--- src/rtl/core/kfli_pkg.sv ---
// ---------------------------------------------------------------------------
// kfli_pkg
// Types, constants and command structs shared by the keyframe interpolator.
// ---------------------------------------------------------------------------
package kfli_pkg;

  localparam int MaxKeys  = 16;
  localparam int FracBits = 16;
  localparam int IdxW     = $clog2(MaxKeys);
  localparam int CntW     = $clog2(MaxKeys + 1);
  localparam int UW       = FracBits + 1;

  localparam logic [1:0] ST_OK   = 2'd0;
  localparam logic [1:0] ST_SPAN = 2'd1;
  localparam logic [1:0] ST_FULL = 2'd2;

  localparam logic FN_INSERT = 1'b0;
  localparam logic FN_QUERY  = 1'b1;

  localparam logic [1:0] EM_LINEAR = 2'd0;
  localparam logic [1:0] EM_SPLINE = 2'd1;
  localparam logic [1:0] EM_ACCEL  = 2'd2;
  localparam logic [1:0] EM_DECEL  = 2'd3;

  typedef enum logic [4:0] {
    S_IDLE, S_INS_SCAN, S_INS_SHIFT, S_INS_WRITE,
    S_Q_SCAN, S_Q_RD_S, S_Q_RD_E, S_Q_DIV, S_Q_EASE1, S_Q_EASE2, S_Q_SQRT,
    S_Q_BLEND, S_DONE
  } state_t;

  typedef struct packed {
    logic             scan_clr;   // reset scan index to 0
    logic             scan_inc;
    logic             shift_dec;  // move shift index down
    logic             rd_scan;    // read memory at the incremented scan index
    logic             rd_shift;   // read memory at shift index - 1
    logic             wr_shift;   // write shifted entry
    logic             wr_new;     // write new key at scan index
    logic             cnt_inc;
    logic             rd_start;   // read at scan index - 1
    logic             rd_end;     // read at scan index
    logic             span_setup;
    logic             div_step;
    logic             ease1;
    logic             ease2;
    logic             sqrt_step;
    logic             blend;
    logic             res_ins;
    logic             res_full;
    logic             res_miss;
  } cmd_t;

  typedef struct packed {
    logic scan_hit;     // t < time at scan index
    logic scan_end;     // scan index == count
    logic scan_first;   // scan index == 0
    logic full;
    logic shift_done;   // shift index == scan index
    logic iter_done;
    logic [1:0] mode;
  } sts_t;

endpackage

--- src/rtl/core/kfli_ctrl.sv ---
// ---------------------------------------------------------------------------
// kfli_ctrl
// Sequencer for insert and query operations.
// ---------------------------------------------------------------------------
module kfli_ctrl (
  input  logic            clk,
  input  logic            rst,
  input  logic            start,
  input  logic            func,
  input  logic            out_free,
  input  kfli_pkg::sts_t  sts,
  output kfli_pkg::cmd_t  cmd,
  output logic            busy,
  output logic            done
);

  kfli_pkg::state_t state, state_next;
  logic             mem_wait, mem_wait_next;

  always_ff @(posedge clk) begin
    if (rst) begin
      state    <= kfli_pkg::S_IDLE;
      mem_wait <= 1'b0;
    end else begin
      state    <= state_next;
      mem_wait <= mem_wait_next;
    end
  end

  // mem_wait: a read issued, data arrives next cycle
  always_comb begin
    state_next    = state;
    mem_wait_next = 1'b0;
    case (state)
      kfli_pkg::S_IDLE: begin
        if (start) begin
          if (func == kfli_pkg::FN_INSERT)
            state_next = sts.full ? kfli_pkg::S_DONE : kfli_pkg::S_INS_SCAN;
          else
            state_next = kfli_pkg::S_Q_SCAN;
          mem_wait_next = 1'b1;
        end
      end
      kfli_pkg::S_INS_SCAN: begin
        if (mem_wait) mem_wait_next = 1'b0;
        else if (sts.scan_end || sts.scan_hit)
          state_next = sts.shift_done ? kfli_pkg::S_INS_WRITE : kfli_pkg::S_INS_SHIFT;
        else mem_wait_next = 1'b1;
      end
      // shift: write phase, then index check and next read
      kfli_pkg::S_INS_SHIFT: begin
        if (!mem_wait) mem_wait_next = 1'b1;
        else if (sts.shift_done) state_next = kfli_pkg::S_INS_WRITE;
      end
      kfli_pkg::S_INS_WRITE: state_next = kfli_pkg::S_DONE;
      kfli_pkg::S_Q_SCAN: begin
        if (mem_wait) mem_wait_next = 1'b0;
        else if (sts.scan_end) state_next = kfli_pkg::S_DONE;
        else if (sts.scan_hit) begin
          if (sts.scan_first) state_next = kfli_pkg::S_DONE;
          else begin
            state_next    = kfli_pkg::S_Q_RD_S;
            mem_wait_next = 1'b1;
          end
        end else mem_wait_next = 1'b1;
      end
      kfli_pkg::S_Q_RD_S: begin
        state_next    = kfli_pkg::S_Q_RD_E;
        mem_wait_next = 1'b1;
      end
      kfli_pkg::S_Q_RD_E: if (!mem_wait) state_next = kfli_pkg::S_Q_DIV;
      kfli_pkg::S_Q_DIV:  if (sts.iter_done) state_next = kfli_pkg::S_Q_EASE1;
      kfli_pkg::S_Q_EASE1: state_next = (sts.mode == kfli_pkg::EM_DECEL) ?
                                        kfli_pkg::S_Q_SQRT : kfli_pkg::S_Q_EASE2;
      kfli_pkg::S_Q_EASE2: state_next = kfli_pkg::S_Q_BLEND;
      kfli_pkg::S_Q_SQRT:  if (sts.iter_done) state_next = kfli_pkg::S_Q_BLEND;
      kfli_pkg::S_Q_BLEND: begin
        if (mem_wait) state_next = kfli_pkg::S_DONE;
        else mem_wait_next = 1'b1;
      end
      kfli_pkg::S_DONE:    if (out_free) state_next = kfli_pkg::S_IDLE;
      default:             state_next = kfli_pkg::S_IDLE;
    endcase
  end

  always_comb begin
    cmd  = '0;
    busy = (state != kfli_pkg::S_IDLE);
    done = 1'b0;
    case (state)
      kfli_pkg::S_IDLE: begin
        if (start) begin
          cmd.scan_clr = 1'b1;
          cmd.res_full = (func == kfli_pkg::FN_INSERT) && sts.full;
        end
      end
      kfli_pkg::S_INS_SCAN: begin
        if (!mem_wait) begin
          if (sts.scan_end || sts.scan_hit) begin
            if (!sts.shift_done) cmd.rd_shift = 1'b1;
          end else begin
            cmd.scan_inc = 1'b1;
            cmd.rd_scan  = 1'b1;
          end
        end
      end
      kfli_pkg::S_INS_SHIFT: begin
        if (!mem_wait) begin
          cmd.wr_shift  = 1'b1;
          cmd.shift_dec = 1'b1;
        end else if (!sts.shift_done) cmd.rd_shift = 1'b1;
      end
      kfli_pkg::S_INS_WRITE: begin
        cmd.wr_new  = 1'b1;
        cmd.cnt_inc = 1'b1;
        cmd.res_ins = 1'b1;
      end
      kfli_pkg::S_Q_SCAN: begin
        if (!mem_wait) begin
          if (sts.scan_end || (sts.scan_hit && sts.scan_first)) cmd.res_miss = 1'b1;
          else if (sts.scan_hit) cmd.rd_start = 1'b1;
          else begin
            cmd.scan_inc = 1'b1;
            cmd.rd_scan  = 1'b1;
          end
        end
      end
      kfli_pkg::S_Q_RD_S:  cmd.rd_end = 1'b1;
      kfli_pkg::S_Q_RD_E:  if (!mem_wait) cmd.span_setup = 1'b1;
      kfli_pkg::S_Q_DIV:   cmd.div_step = !sts.iter_done;
      kfli_pkg::S_Q_EASE1: cmd.ease1 = 1'b1;
      kfli_pkg::S_Q_EASE2: cmd.ease2 = 1'b1;
      kfli_pkg::S_Q_SQRT:  cmd.sqrt_step = !sts.iter_done;
      kfli_pkg::S_Q_BLEND: cmd.blend = !mem_wait;
      kfli_pkg::S_DONE:    done = 1'b1;
      default: ;
    endcase
  end

endmodule

--- config.mk ---
export PLATFORM = sky130hd
export DESIGN_NAME = kfli_ctrl
export DESIGN_NICKNAME = d
export VERILOG_FILES = /design/src/rtl/core/kfli_pkg.sv /design/src/rtl/core/kfli_ctrl.sv
export SDC_FILE = /design/constraint.sdc
export NUM_CORES = 1
export LEC_CHECK = 0
export BUFFER_PORTS_ARGS = -buffer_cell sky130_fd_sc_hd__buf_4
export CAP_MARGIN = 20
export CORE_UTILIZATION = 42
export CTS_BUF_LIST = sky130_fd_sc_hd__clkbuf_4 sky130_fd_sc_hd__clkbuf_8
export DETAILED_ROUTE_END_ITERATION = 8
export PLACE_DENSITY = 0.75
export SYNTH_ARGS = -nofsm -noshare
export SYNTH_HDL_FRONTEND = slang
export SYNTH_SLANG_ARGS = --single-unit
export TNS_END_PERCENT = 20
--- constraint.sdc ---
create_clock -name clk -period 1.5 [get_ports clk]
set_input_delay 0.15 -clock clk [delete_from_list [all_inputs] [get_ports clk]]
set_output_delay 0.15 -clock clk [all_outputs]
set_load 0.02 [all_outputs]
# Word level (Yosys, flattened, before mapping)
# Cells that the tools add are included.
# classes
n_eq_ne	25
muxes	59
reduce_logical	10
bitwise	1
# op_table
cell	count
$mux W5	13
$pmux W5 S13	1
$mux W1	35
$eq A5 B4 Y1 const B	5
$ne A2 B2 Y1 const B	11
$eq A5 B3 Y1 const B	4
$mux W4	3
$reduce_and A12 Y1	1
$eq A5 B2 Y1 const B	2
$mux W2	3
$pmux W1 S2	3
$eq A5 B1 Y1 const B	1
$logic_not A5 Y1	1
$pmux W1 S5	1
$reduce_bool A5 Y1	1
$ne A3 B3 Y1 const B	1
$eq A2 B2 Y1 const B	1
$logic_and A1 B1 Y1	2
$logic_not A1 Y1	2
$logic_or A1 B1 Y1	2
$reduce_or A2 Y1	1
$not A1 Y1	1
# totals
wordCells	97
output_inout_bits	21
reg_bits	6

# Longest topological paths before layout
# logic_depth
depth_word	5
ltp_mapped	7
mapped_depth_nobuf	5

# Least setup slack after synthesis
# Ideal clock, no wire load.
# synth_path
path_kind	reg2out
startpoint	reg state[2]
endpoint	out cmd[16] in the netlist's numbering
arrival_time_ns	1.714
path_buffers	3
stages_incl_launch_ff	5
required_time_ns	1.350
setup_slack_ns	-0.364
path_cell_list	dfxtp_1 buf_6 clkbuf_1 nor4_1 buf_4
# synth_rtl
element	line	text
start, declared	kfli_ctrl.sv:17	kfli_pkg::state_t state, state_next;
start signal, assigned	kfli_ctrl.sv:22	state <= kfli_pkg::S_IDLE;
start signal, assigned	kfli_ctrl.sv:25	state <= state_next;
end, declared	kfli_ctrl.sv:12	output kfli_pkg::cmd_t cmd,

# Final worst setup path
# layout_path
startpoint	reg state[3]
endpoint	reg state[3]
# layout_between
elab_chain_len	3
elab_cells_between_ends	27
cone_classes	eq/ne (24); mux (1); reduce/logical (2)
# layout_rtl
element	line	text
$eq A5 B3 Y1, or another cell as far along	kfli_ctrl.sv:34	case (state)
$ne A3 B3 Y1 (no source line) or $ne A2 B2 Y1 (tied branches)	-	
$reduce_and A12 Y1 (no source line)	-	
# Parallel ways exist; a longest one is shown, timed or not.
# A chain may end at the register's enable or synchronous reset.

==> run_results.csv <==
group,metric,value,unit
die,core,1520,um2
critical_path,critPathMaxStageDelay,560,ps
routing,drtIter0Drc,76,
sta,period_share,1.17,
finish,final_cell_mix,"58 x buf_4, 11 x buf_6, 8 x nor3_2",
clock_network,clock_latency,240,ps
synthesis,ys_seq_area_frac,0.145,
die,initial_utilization,0.452,
synthesis,ys_ff_latch,5,
sta,rsz0062_at_grt,"yes",
run_status,status,"complete, but fails checks",
grt,antenna_found_initial,0,
sta,min_period,1750,ps
critical_path,crit_path_max_fanout,7,
critical_path,crit_path_start_kind,"register",
power_and_ir_drop,p_leak,0.656,nW
clock_network,htreeDepth,1,
synthesis,async_flop_share,0,
synthesis,syn_nets,113,
sta,tightest_slew,412,ps
die,dieArea,1800,um2
routing,drcViolationCount,0,
sta,setup_viol,10,
synthesis,synth_cells,100,
critical_path,worstSetupPathType,"register to register",
die,die_w,42.5,um
synthesis,synth_flop_cell,"dfxtp_1",
synthesis,avgSynthCellArea,6.88,um2
power_and_ir_drop,p_per_area,2000,nW/um2
synthesis,synth_edf_count,0,
finish,area_growth,103,%
routing,viasPerCell,6.23,
critical_path,cp_slowest_cell,"or4_1",
sta,fmax,571,MHz
sta,hold_violations,0,
placement,routabilityCongestion,0.859,
clock_network,cts_tree,"done",
clock_network,cts_buffers,3,
synthesis,yosysWarnings,0,
grt,track_usage,0.299,
die,io_pins,34,
sta,tns,-1040,ps
routing,dr.pass1.iters,5,
finish,nets,176,
placement,port_buffers,33,
hold_path,hold_path_class,"input pin to register",
run,cap_viol_max_count,0,
finish,final_cell_count_no_fill,178,
routing,vias,1109,
clock_network,clk_path_buf_depth,2,
run_status,violations,"negative setup slack",
sta,slew_violations,0,
synthesis,synthesis.area,688,um2
sta,fin_ws,-253,ps
sta,fin_skew,4.95,ps
grt,grt_max_degree,10,
clock_network,holdBufCountCts,0,
clock_network,cts-root-buf,"clkbuf_4",
finish,n_fill_cell,61,
finish,mostFrequentLayoutCell,"buf_4",
finish,fin_area,1400,um2
die,num_rows,14,
finish,n_antenna_cell,0,
clock_network,cts.clk_slew.worst_paths,50,ps
sta,relSlewSlack,0.725,
routing,wire_per_inst,19.4,um
critical_path,end_kind,"register",
finish,regArea,119,um2
grt,grt_pass1_wl,4260,um
placement,postPlaceCellArea,1130,um2
grt,grt_pass1_vias,980,
critical_path,arrival,1920,ps
critical_path,path_cells,"buf_6 -> and3b_1 -> o21ai_1 -> o211ai_1 -> or4_1 -> a21oi_1",
clock_network,clock-sinks,5,
finish,drive_gt1_frac,0.642,
routing,drt_wl_total,3450,um
die,die_h,42.5,um
placement,placedCellCount,168,
power_and_ir_drop,ir_worst_vdd,0.00135,V
synthesis,ys_types,41,
finish,multi_input_area,654,um2
critical_path,critical_path_required,1660,ps
routing,ant_nets,0,
grt,grt-ovfl-total,0,
placement,hpwl,1890,um
==> worst paths after layout <==
| check | from | to | slack, ps | cells past startpoint |
|---|---|---|---|---|
| setup / recovery | state[3]$_SDFFE_PP0P_ | state[3]$_SDFFE_PP0P_ | -250 | 6 |
| hold / removal | rst | state[3]$_SDFFE_PP0P_ | 110 | 2 |
| setup reg to reg | state[3]$_SDFFE_PP0P_ | state[3]$_SDFFE_PP0P_ | -250 | 6 |
| hold reg to reg | mem_wait$_SDFF_PP0_ | mem_wait$_SDFF_PP0_ | 620 | 2 |
==> flip-flops by register name (all words and copies together), names as in the netlist <==
name / cells
mem_wait: 1
state: 4
==> worst max-delay path, delay by kind of cell, from the launching register on <==
kind / cells / cell delay (ps)
AND/OR/NAND/NOR: 2 / 720
AO/OA/AOI/OAI: 3 / 450
flip-flops: 1 / 370
buffers and inverters: 1 / 120
==> area by class of cell <==
cell class,count,share of cell area
multi-input cells,81,0.469
well taps,16,0.0143
clock buffers,4,0.0215
flip-flops and latches,5,0.0851
inverters,3,0.00986
repair buffers,69,0.401
==> synthesized netlist by cell type (4+ instances only) <==
master	number	area share
nor3_1	13	0.095
a21oi_1	7	0.051
nand2_1	6	0.033
nand2b_1	6	0.055
dfxtp_1	5	0.15
buf_2	4	0.029
buf_4	4	0.044
nand3_1	4	0.029
==> timing repair <==
| item | CTS | global route |
|---|---|---|
| buffers inserted | 3 | 3 |
| cloned | 0 | 0 |
| resized for setup | 25 | 22 |
| pin swaps | 4 | 9 |
| setup endpoints to repair | 22 | 20 |
==> logic make-up after synthesis <==
kind of cell,Yosys count,share of synthesized area
xor gates and xnor gates,2,0.0255
DFF,5,0.145
buffers and inverters,14,0.116
muxes,3,0.0436
AOI/OAI and AO/OA,25,0.251
and+or+nand+nor,51,0.418
==> routing by layer <==
metal / wire, um / global-route usage / vias to the layer above
met2: 1750 / 0.526 / 78
met1: 1360 / 0.379 / 526
met3: 204 / 0.0216 / 17
li1: - / - / 488
met4: 137 / 0.106 / 0
met5: 0 / 0 / -
==> where the power goes <==
part	internal (mW)	total [mW]	switching, mW
clock	0.119	0.181	0.0617
combinational	1.12	2.26	1.14
sequential	0.220	0.355	0.135
==> stage by stage <==
stage / total power, mW / setup WS (ps) / utilization / hold WS, ps
after global placement: 1.98 / -118 / 0.741 / 351
after CTS: 2.39 / -115 / 0.837 / 98.1
after detailed placement: 2.04 / -199 / 0.741 / 361
final: 2.79 / -253 / 0.916 / 114
after global routing: 2.92 / -268 / 0.916 / 99.8
after floorplan: 1.23 / -129 / - / 219
(Power assumes the default switching activity.)
